--- config.mk ---
export PLATFORM = sky130hd
export DESIGN_NAME = kca_ctrl
export DESIGN_NICKNAME = d
export VERILOG_FILES = /design/src/rtl/core/kca_pkg.sv /design/src/rtl/core/kca_ctrl.sv
export SDC_FILE = /design/constraint.sdc
export NUM_CORES = 1
export LEC_CHECK = 0
export ABC_AREA = 1
export BUFFER_PORTS_ARGS = -buffer_cell sky130_fd_sc_hd__buf_2
export CAP_MARGIN = 5
export CORE_AREA = 2 2 39 41
export DETAILED_ROUTE_END_ITERATION = 6
export DIE_AREA = 0 0 41 43
export PLACE_DENSITY = 0.65
export SLEW_MARGIN = 20
export SYNTH_ARGS = -nofsm -noshare
export SYNTH_HDL_FRONTEND = slang
export SYNTH_SLANG_ARGS = --single-unit
--- constraint.sdc ---
create_clock -name clk_i -period 1.46 [get_ports clk_i]
set_input_delay 0.073 -clock clk_i [delete_from_list [all_inputs] [get_ports clk_i]]
set_output_delay 0.073 -clock clk_i [all_outputs]
set_load 0.02 [all_outputs]
--- src/rtl/core/kca_pkg.sv ---
package kca_pkg;

  localparam int unsigned MaxDimDefault     = 1024;
  localparam int unsigned NumClassesDefault = 16;
  localparam int unsigned FracBitsDefault   = 16;

  localparam int unsigned LenW   = 11;
  localparam int unsigned CntW   = 24;
  localparam int unsigned SumW   = 58;
  localparam int unsigned DistW  = 21;
  localparam int unsigned LabelW = 4;
  localparam int unsigned StatW  = 2;
  localparam int unsigned ClassW = 5;

  localparam logic [LenW-1:0]  LenReset = LenW'(784);
  localparam logic [CntW-1:0]  CntMax   = {CntW{1'b1}};
  localparam logic [LenW-1:0]  PosMax   = {LenW{1'b1}};
  localparam logic [SumW-1:0]  SumMax   = {SumW{1'b1}};

  localparam logic [StatW-1:0] StatOk    = 2'd0;
  localparam logic [StatW-1:0] StatLen   = 2'd1;
  localparam logic [StatW-1:0] StatEmpty = 2'd2;

  localparam logic [0:0] KindPush  = 1'b0;
  localparam logic [0:0] KindQuery = 1'b1;

  localparam int unsigned RegVectorLength = 0;

  // Commands from the controller to the datapath.
  typedef struct packed {
    logic load;      // capture the input beat and read the centroid entry
    logic div_start; // start the running-mean division
    logic sqr;       // take the absolute difference and the c*n product
    logic acc;       // square the difference
    logic add;       // fold the registered square into the distance sum
    logic wr_first;  // write fx directly (first vector)
    logic wr_div;    // write the division quotient
    logic sqrt_start;
    logic finish;    // update counters and build the result
  } kca_cmd_t;

  typedef struct packed {
    logic div_done;
    logic sqrt_done;
    logic in_range;   // captured position lies inside the vector
    logic is_query;
    logic is_last;
    logic empty;      // no points yet
    logic ok_len;     // last beat closes a correctly sized vector
  } kca_stat_t;

endpackage

--- src/rtl/core/kca_ctrl.sv ---
module kca_ctrl (
  input  logic                clk_i,
  input  logic                rst_ni,
  input  logic                in_valid_i,
  output logic                in_stall_o,
  output logic                out_valid_o,
  input  logic                out_stall_i,
  output kca_pkg::kca_cmd_t   cmd_o,
  input  kca_pkg::kca_stat_t  stat_i
);
  typedef enum logic [3:0] {
    StIdle, StLoad, StSqr, StMul, StAcc, StDiv, StSqrt, StFinish, StOut
  } state_e;

  state_e state_q, state_d;
  logic   out_valid_q, out_valid_d;

  assign in_stall_o  = (state_q != StIdle) || out_valid_q;
  assign out_valid_o = out_valid_q;

  always_comb begin
    state_d     = state_q;
    out_valid_d = out_valid_q && out_stall_i;
    cmd_o       = '0;
    unique case (state_q)
      StIdle: begin
        if (in_valid_i && !out_valid_q) begin
          cmd_o.load = 1'b1;
          state_d    = StLoad;
        end
      end
      StLoad: begin
        cmd_o.sqr = 1'b1;
        state_d   = StSqr;
      end
      StSqr: begin
        if (!stat_i.in_range) begin
          state_d = stat_i.is_last ? StFinish : StIdle;
        end else if (stat_i.is_query) begin
          // An empty cluster has no centroid to measure against.
          if (stat_i.empty) begin
            state_d = stat_i.is_last ? StFinish : StIdle;
          end else begin
            cmd_o.acc = 1'b1;
            state_d   = StAcc;
          end
        end else if (stat_i.empty) begin
          cmd_o.wr_first = 1'b1;
          state_d = stat_i.is_last ? StFinish : StIdle;
        end else begin
          cmd_o.div_start = 1'b1;
          state_d = StDiv;
        end
      end
      StAcc: begin
        state_d = StMul;
      end
      StMul: begin
        state_d = stat_i.is_last ? StSqrt : StIdle;
      end
      StDiv: begin
        if (stat_i.div_done) begin
          cmd_o.wr_div = 1'b1;
          state_d = stat_i.is_last ? StFinish : StIdle;
        end
      end
      StSqrt: begin
        if (stat_i.sqrt_done) state_d = StFinish;
      end
      StFinish: begin
        cmd_o.finish = 1'b1;
        state_d = StOut;
      end
      StOut: begin
        out_valid_d = 1'b1;
        state_d     = StIdle;
      end
      default: state_d = StIdle;
    endcase
  end

  always_ff @(posedge clk_i or negedge rst_ni) begin
    if (!rst_ni) begin
      state_q     <= StIdle;
      out_valid_q <= 1'b0;
    end else begin
      state_q     <= state_d;
      out_valid_q <= out_valid_d;
    end
  end
endmodule

==> results of run 1 <==
==> worst register-to-register path, delay by kind of cell, from the launching register on <==
| kind | cells | cell delay (ns) |
|---|---|---|
| AND/OR/NAND/NOR | 5 | 0.53 |
| flip-flops | 1 | 0.41 |
| buffers and inverters | 2 | 0.22 |
==> where the power goes <==
group	internal (uW)	switching, uW	total, uW
clock	103	52.4	155
combinational	226	387	613
sequential	186	63.7	250
total	516	503	1020
==> repair_timing <==
action	4_1_cts	5_1_grt
pin swaps	1	1
gates resized for setup	2	5
hold endpoints to repair	5	0
buffers inserted	3	0
hold buffers	1	0
setup endpoints to repair	3	2
==> final cells by class <==
class                      instances  area, sq um
fill                             154          774
multi-input combinational         53          263
sequential                         5          128
timing repair buffer              22          128
inverter                          12         45.0
clock buffer                       4         26.3
tap                               16         20.0
==> layout by cell type (no fill, tap or decap), types with 2 or more instances in the layout <==
| master | n |
|---|---|
| clkbuf_4 | 3 |
| nor3_1 | 2 |
| inv_1 | 8 |
| nor2_1 | 10 |
| nor2_4 | 3 |
| nand3_1 | 7 |
| nand2_1 | 22 |
| buf_2 | 16 |
| inv_2 | 4 |
| buf_4 | 5 |
| conb_1 | 2 |
| dfrtp_2 | 2 |
| dfrtp_1 | 3 |
==> sequential cells by signal (all words and copies together), names as in the netlist <==
register     flops
out_valid_o      1
state_q          4
==> cell families after synthesis <==
kind of cell    Yosys count
simple gates             50
compound gates            1
other cells               1
flops                     5
buf+inv                  14
==> worst paths after layout <==
path | start | end | slack, ns
max | state_q[1]$_DFFE_PN0P_ | cmd_o[7] | 0.08
min | out_stall_i | out_valid_o$_DFF_PN0_ | 0.07
max reg2reg | state_q[3]$_DFFE_PN0P_ | state_q[2]$_DFFE_PN0P_ | 0.19
min reg2reg | out_valid_o$_DFF_PN0_ | out_valid_o$_DFF_PN0_ | 0.51
max in group asynchronous | rst_ni | state_q[3]$_DFFE_PN0P_ | 1.12
min in group asynchronous | rst_ni | state_q[0]$_DFFE_PN0P_ | 0.19
==> layer usage <==
| metal | vias up | wire length [microns] | GRT usage |
|---|---|---|---|
| met5 | - | 0 | 0 |
| met4 | 0 | 0 | 0.0200 |
| met2 | 8 | 507 | 0.222 |
| met1 | 230 | 461 | 0.171 |
| li1 | 264 | - | - |
| met3 | 0 | 34 | 0.0157 |
==> per-stage QoR <==
stage	setup TNS, ns	util	total power [uW]
6_report	0	0.440	1020
5_1_grt	-0.0582	0.440	1140
4_1_cts	0	0.430	1000
3_5_place_dp	0	0.383	798
3_3_place_gp	0	0.383	796
2_1_floorplan	0	-	665
==> metrics.txt, run 1 <==
gpl congestion=0.716; most frequent cell after synthesis=nand2_1; asr flop ratio synth=1.00; Final ANT Viol Nets=0; Vias/cell=~4.5; CTS Sinks=5; number of buffers created by CTS=3; Synth area leader=dfrtp_1; # rows=14; final hold violation count=0; synthesized flop and latch total=5; Slew Limit Fails=0; IO buf count=18; synth-to-layout area growth=41.2%; post-synthesis sequential area ratio=0.290; fmax=0.726 GHz; Layout Nets=roughly 110; adder-cell share of the synthesized area=0; mux cell area share after synthesis=0; R2R depth=7; WL/cell=8.96 microns; Leak=0.000366 uW; die height=43 microns; core area=1380 sq um; Crit path buffers/inverters=3; outcome=completed; # setup viols final=0; RSZ-0062 raised after global routing=true; final instance area=slightly above 600 sq um; number of library cell types mapped by synthesis=16; crit path capture type=output port; syn_area_per_cell=around 6.1 sq um; first-pass GRT wire length=1.70 mm; CTS tree=built; Synth Area in Compound Gates=0.0232; min-delay worst type=input pin to flop; Main synth FF type=dfrtp_1; vias in the first global route=~450; Synth Warn #=0; root buffer cell=clkbuf_4; share of Yosys cell area claimed by the top area cell type=0.290; Post-Synth XOR/XNOR Area=0; main combinational cell family by area after synthesis=simple AND/OR/NAND/NOR gates; Final period util=0.944; synthesized area=432 sq um; CP Launch Type=flop; crit-path max cell delay=0.40 ns; crit path DAT=1.30 ns; diode count=0; hpwl dp=778 microns; Crit path max-delay family=flip-flops; Clk pin slew, worst setup/hold paths=0.04 ns; hold_ws=0.0666 ns; Total GRT Usage=0.130; Setup WS post-layout=0.0824 ns; initial core utilization=0.312; Finished Layout Cells=112; initial drt markers=11; htree depth=1; Max-Cap Viols=0; First-pass DRT Iterations=4; share of layout cells above drive strength 1=0.385; full die area=roughly 1800 sq um; main area contributors after synthesis=dfrtp_1 (29%), nand2_1 (20%), nor2_1 (8.7%); hold depth=2; vias=502; gr ovfl total=0; clk_lat worst skew=0.23 ns; CP max-delay cell=dfrtp_2; Worst path most repeated cell=inv_2; CP cell instances=inv_2 > nor2_4 > nand2_2 > inv_2 > nand3b_1 > nor2_1 > buf_4; Pwr Density=around 1700 nW/um^2; DP Cell Count=roughly 100; simple logic cell fraction of the synthesized area=0.539; Clock Skews=0.00286 ns; number of synthesized flops with an enable pin=0; largest net degree at the start of global routing=7; DRC=0; Placed Area=531 sq um; initial antenna violation count=0; Peak VDD IR=550 uV; Final min period=1.38 ns; Cells after Synth=71; Setup CP Type=flop to output port; final WL=1.00 mm; IO Pins=22; Critical Path RT=approximately 1.4 ns; buffer depth of the longest clock path=2; pre-CTS WS=~0.16 ns; Die X=41 microns; Crit Path Max Fanout=5; Commonest cells post-synth=nand2_1 (23), nor2_1 (10), inv_1 (8); Crit path depth=7
Note: power is estimated with default switching activity, not from simulation.
==> inputs of run 2 (changes only) <==
--- a/config.mk
+++ b/config.mk
@@ -8,10 +8,10 @@
 export ABC_AREA = 1
 export BUFFER_PORTS_ARGS = -buffer_cell sky130_fd_sc_hd__buf_2
 export CAP_MARGIN = 5
-export CORE_AREA = 2 2 39 41
+export CORE_AREA = 2 2 45 47
 export DETAILED_ROUTE_END_ITERATION = 6
-export DIE_AREA = 0 0 41 43
-export PLACE_DENSITY = 0.65
+export DIE_AREA = 0 0 47 49
+export PLACE_DENSITY = 0.53
 export SLEW_MARGIN = 20
 export SYNTH_ARGS = -nofsm -noshare
 export SYNTH_HDL_FRONTEND = slang
==> run 2 against run 1 <==
  * Sequential share of layout area is 0.67 points lower
  * Cell count up 9.8%
  * Die area rose by 31%
  * Via count is 1.2% higher
  * Critical path type unchanged
  * Critical endpoint is now cmd_o[3]
  * Largest cell class unchanged
  * Highest routed layer unchanged
==> metrics.txt, run 2 (synthesis results as in run 1) <==
Finished Layout Cells=123; Vias/cell=4.13; post-layout util=0.342; IO Pins=22; Clock Skews=~0.0036 ns; initial core utilization=0.234; initial antenna violation count=0; Setup CP Type=flop to output port; final WL=1.02 mm; R2R setup slack=approximately 0.17 ns; Crit path buffers/inverters=2; buffer depth of the longest clock path=2; commonest non-fill, non-tap cell in the layout=nand2_1; Pwr Total=1030 uW; full die area=approximately 2300 sq um; First-pass DRT Iterations=4; vias=508; FF-to-FF Start=state_q[0]$_DFFE_PN0P_; DP Cell Count=115; crit path DAT=roughly 1.3 ns; Pwr Density=1640 nW/um^2; first-pass GRT wire length=1.60 mm; vias in the first global route=408; # setup viols final=0; Leak=approximately 0.00037 uW; Total GRT Usage=0.0993; R2R depth=6; max reg flops=4; WL/cell=8.25 microns; Max-Cap Viols=0; Crit path depth=6; Final ANT Viol Nets=0; gpl congestion=0.802; CP endpoint=cmd_o[3]; CP Launch Type=flop; Layout Nets=around 110; number of buffers created by CTS=3; diode count=0; final hold violation count=0; worst r2r dst=state_q[1]$_DFFE_PN0P_; Slew Limit Fails=0; gr ovfl total=0; die height=~49 microns; fmax=0.709 GHz; CP startpoint=state_q[2]$_DFFE_PN0P_; initial drt markers=9; hpwl dp=~800 microns; Crit Path Max Fanout=5; outcome=completed; Crit path max-delay family=simple AND/OR/NAND/NOR gates; DRC=0; Clk pin slew, worst setup/hold paths=0.04 ns; Total Neg Setup Slack=0 ns; Peak VDD IR=about 570 uV; RSZ-0062 raised after global routing=true; CTS Sinks=5; share of layout cells above drive strength 1=0.396; Critical Path RT=1.39 ns; Die X=47 microns; IO buf count=18; htree depth=1; Final period util=0.966; Final min period=~1.4 ns; min-delay worst type=input pin to flop; crit path capture type=output port; largest net degree at the start of global routing=7; most frequent cells in the layout=nand2_1 (22), buf_2 (16), nor2_1 (10), inv_1 (8), nand3_1 (7); CP max-delay cell=dfrtp_1; Largest Register=state_q; # rows=16; synth-to-layout area growth=45.8%; root buffer cell=clkbuf_4; CP cell instances=nor2_4 > nand2_2 > inv_2 > nand3b_1 > nor2_1 > buf_4; CTS tree=built; crit-path max cell delay=0.41 ns; clk_lat worst skew=between 0.2 and 0.25 ns; core area=between 1500 and 2000 sq um
## run 2: cell counts in the layout (fill, tap and decap cells not counted)
Identical to the previous run, type by type.
## run 2: how the worst min path moves through the flow
stage,from,end,slack (ns),depth (start not counted)
2_1_floorplan,rst_ni,out_valid_o$_DFF_PN0_,-0.22,0
3_3_place_gp,rst_ni,state_q[3]$_DFFE_PN0P_,-0.11,1
3_5_place_dp,rst_ni,state_q[3]$_DFFE_PN0P_,-0.11,1
4_1_cts,out_stall_i,out_valid_o$_DFF_PN0_,0.04,2
5_1_grt,out_stall_i,out_valid_o$_DFF_PN0_,0.05,2
6_report,out_stall_i,out_valid_o$_DFF_PN0_,0.05,2
## run 2: timing repair
action                                 CTS  global route
gates cloned                             0             0
endpoints found under the hold margin    5             0
buffers inserted                         1             2
pin swaps                                1             2
setup endpoints to repair                3             3
resized for setup                        2             6
hold buffers                             1             0
## run 2: through the flow
step / worst slack (ns) / instance area [sq um] / hold slack [ns]
floorplan: 0.0780 / 435 / -0.223
global placement: 0.159 / 544 / -0.108
detailed placement: 0.154 / 544 / -0.107
CTS: 0.00514 / 594 / 0.0427
global route: -0.0659 / 629 / 0.0536
finish: 0.0500 / 629 / 0.0493
## run 2: layout make-up
type	count	area (sq um)
Clock buffer	4	26.3
Fill cell	223	1210
Inverter	12	45.0
Multi-Input combinational cell	53	269
Sequential cell	5	128
Tap cell	27	33.8
Timing Repair Buffer	22	128
## run 2: where the power goes
group / total, uW / internal (uW) / leakage (uW) / switching (uW)
Sequential: 255 / 186 / 0.0000628 / 68.3
Clock: 156 / 103 / 0.0000150 / 53.0
Combinational: 619 / 230 / 0.000290 / 389
Total: 1030 / 519 / 0.000367 / 510
## run 2: layer usage
| layer | part of all wire | GRT usage | wire, microns | vias up |
|---|---|---|---|---|
| met1 | 0.42 | 0.120 | 430 | 227 |
| li1 | - | - | - | 265 |
| met3 | 0.094 | 0.0778 | 95 | 0 |
| met4 | 0 | 0.0278 | 0 | 0 |
| met2 | 0.48 | 0.135 | 489 | 16 |
| met5 | 0 | 0 | 0 | - |
==> inputs of run 3 (changes only) <==
--- a/config.mk
+++ b/config.mk
@@ -11,7 +11,8 @@
 export CORE_AREA = 2 2 45 47
 export DETAILED_ROUTE_END_ITERATION = 6
 export DIE_AREA = 0 0 47 49
-export PLACE_DENSITY = 0.53
+export PLACE_DENSITY = 0.56
+export SETUP_SLACK_MARGIN = 0.1
 export SLEW_MARGIN = 20
 export SYNTH_ARGS = -nofsm -noshare
 export SYNTH_HDL_FRONTEND = slang
==> run 3 against run 2 <==
  * Routed wire length is 9.9% higher
  * Die area stayed put
  * Critical path depth stayed put
  * Fmax is 5.2% higher
==> metrics.txt, run 3 (synthesis results as in run 1) <==
Crit Path Max Fanout=3; R2R depth=8; crit path DAT=1.27 ns; initial antenna violation count=0; Final min period=approximately 1.3 ns; pre-CTS WS=0.140 ns; CP Launch Type=flop; DP Cell Count=115; gpl congestion=0.765; Total GRT Usage=0.112; final hold violation count=0; # fillers=approximately 220; IO buf count=18; Seq pwr share=0.198; Critical Path RT=1.39 ns; final instance area=731 sq um; Setup CP Type=flop to output port; full die area=about 2300 sq um; buffer depth of the longest clock path=2; Setup WS post-layout=roughly 0.12 ns; Max-Cap Viols=0; clock share of power=0.127; hpwl dp=between 800 and 900 microns; Finished Layout Cells=130; Vias/cell=4.07; most frequent cells in the layout=nand2_1 (22), buf_2 (13), buf_4 (12), nor2_1 (9); FF-to-FF Start=state_q[3]$_DFFE_PN0P_; Clk pin slew, worst setup/hold paths=0.04 ns; CTS tree=built; die height=49 microns; Final ANT Viol Nets=0; # rows=16; Slew Limit Fails=0; Placed Area=between 500 and 600 sq um; CP startpoint=state_q[3]$_DFFE_PN0P_; hold_ws=0.0538 ns; Die X=47 microns; IO Pins=22; WL/cell=~8.6 microns; DRC=0; Sw Ratio=0.472; share of layout cells above drive strength 1=0.476; RSZ-0062 raised after global routing=true; largest net degree at the start of global routing=7; crit path capture type=output port; first-pass GRT wire length=around 1.8 mm; Pwr Density=1690 nW/um^2; outcome=completed; gr ovfl total=0; # setup viols final=0; Pwr Total=1240 uW; CTS Sinks=5; initial core utilization=0.234; worst r2r dst=state_q[1]$_DFFE_PN0P_; synth-to-layout area growth=69.3%; vias=529; initial drt markers=3; vias in the first global route=471; htree depth=1; Leak=about 0.00040 uW; Largest Register=state_q; final WL=1.12 mm; First-pass DRT Iterations=3; diode count=0; R2R setup slack=0.19 ns; clk_lat worst skew=about 0.24 ns; Clock Skews=0.0000985 ns; CP endpoint=cmd_o[7]; internal power=654 uW; fmax=0.746 GHz; number of buffers created by CTS=3; Final period util=0.918; max reg flops=4; Comb pwr share=0.675; core area=around 1800 sq um; Layout Nets=approximately 120; switching pwr=584 uW; commonest non-fill, non-tap cell in the layout=nand2_1; Peak VDD IR=between 400 and 500 uV; root buffer cell=clkbuf_4; min-delay worst type=input pin to flop
[run 3: timing repair]
action,CTS,global route
gates resized for setup,10,11
buffers inserted,10,0
pin swaps,4,2
hold buffers,1,0
setup endpoints to repair,5,11
endpoints found under the hold margin,5,0
[run 3: power by group through the flow]
stage	clock (uW)	sequential, uW	combinational [uW]
floorplan	0	242	434
global placement	0	249	559
detailed placement	0	249	567
CTS	168	243	765
global route	185	253	925
finish	157	245	836
[run 3: critical path, stage by stage, from the launching register on]
cell	delay [ns]
dfrtp_2	0.42
nor2_4	0.15
nand2_2	0.08
inv_2	0.06
nand3b_1	0.08
nor2_1	0.10
buf_4	0.14
[run 3: metal layers]
| metal | part of all wire | track usage |
|---|---|---|
| met2 | 0.51 | 0.171 |
| met4 | 0 | 0.0139 |
| met3 | 0.057 | 0.0778 |
| met5 | 0 | 0 |
| met1 | 0.43 | 0.130 |
[run 3: metrics by stage]
step / TNS (ns) / util
floorplan: 0 / -
detailed placement: 0 / 0.299
finish: 0 / 0.397
CTS: 0 / 0.373
global route: -0.00651 / 0.397
global placement: 0 / 0.299
[run 3: cell type report]
class                   count  area (sq um)  share of cell area
clock buffers               4          26.3              0.0360
inverters                  12          47.5              0.0651
multi-input cells          53           295               0.404
flip-flops and latches      5           129               0.176
well taps                  27          33.8              0.0462
repair buffers             29           199               0.272
[run 3: how the worst min path moves through the flow]
stage	startpoint	endpoint	cells past startpoint	slack, ns
after floorplan	rst_ni	out_valid_o$_DFF_PN0_	0	-0.22
after global routing	out_stall_i	out_valid_o$_DFF_PN0_	2	0.05
after CTS	out_stall_i	out_valid_o$_DFF_PN0_	2	0.05
after global placement	rst_ni	state_q[3]$_DFFE_PN0P_	1	-0.11
final	out_stall_i	out_valid_o$_DFF_PN0_	2	0.05
after detailed placement	rst_ni	out_valid_o$_DFF_PN0_	1	-0.10
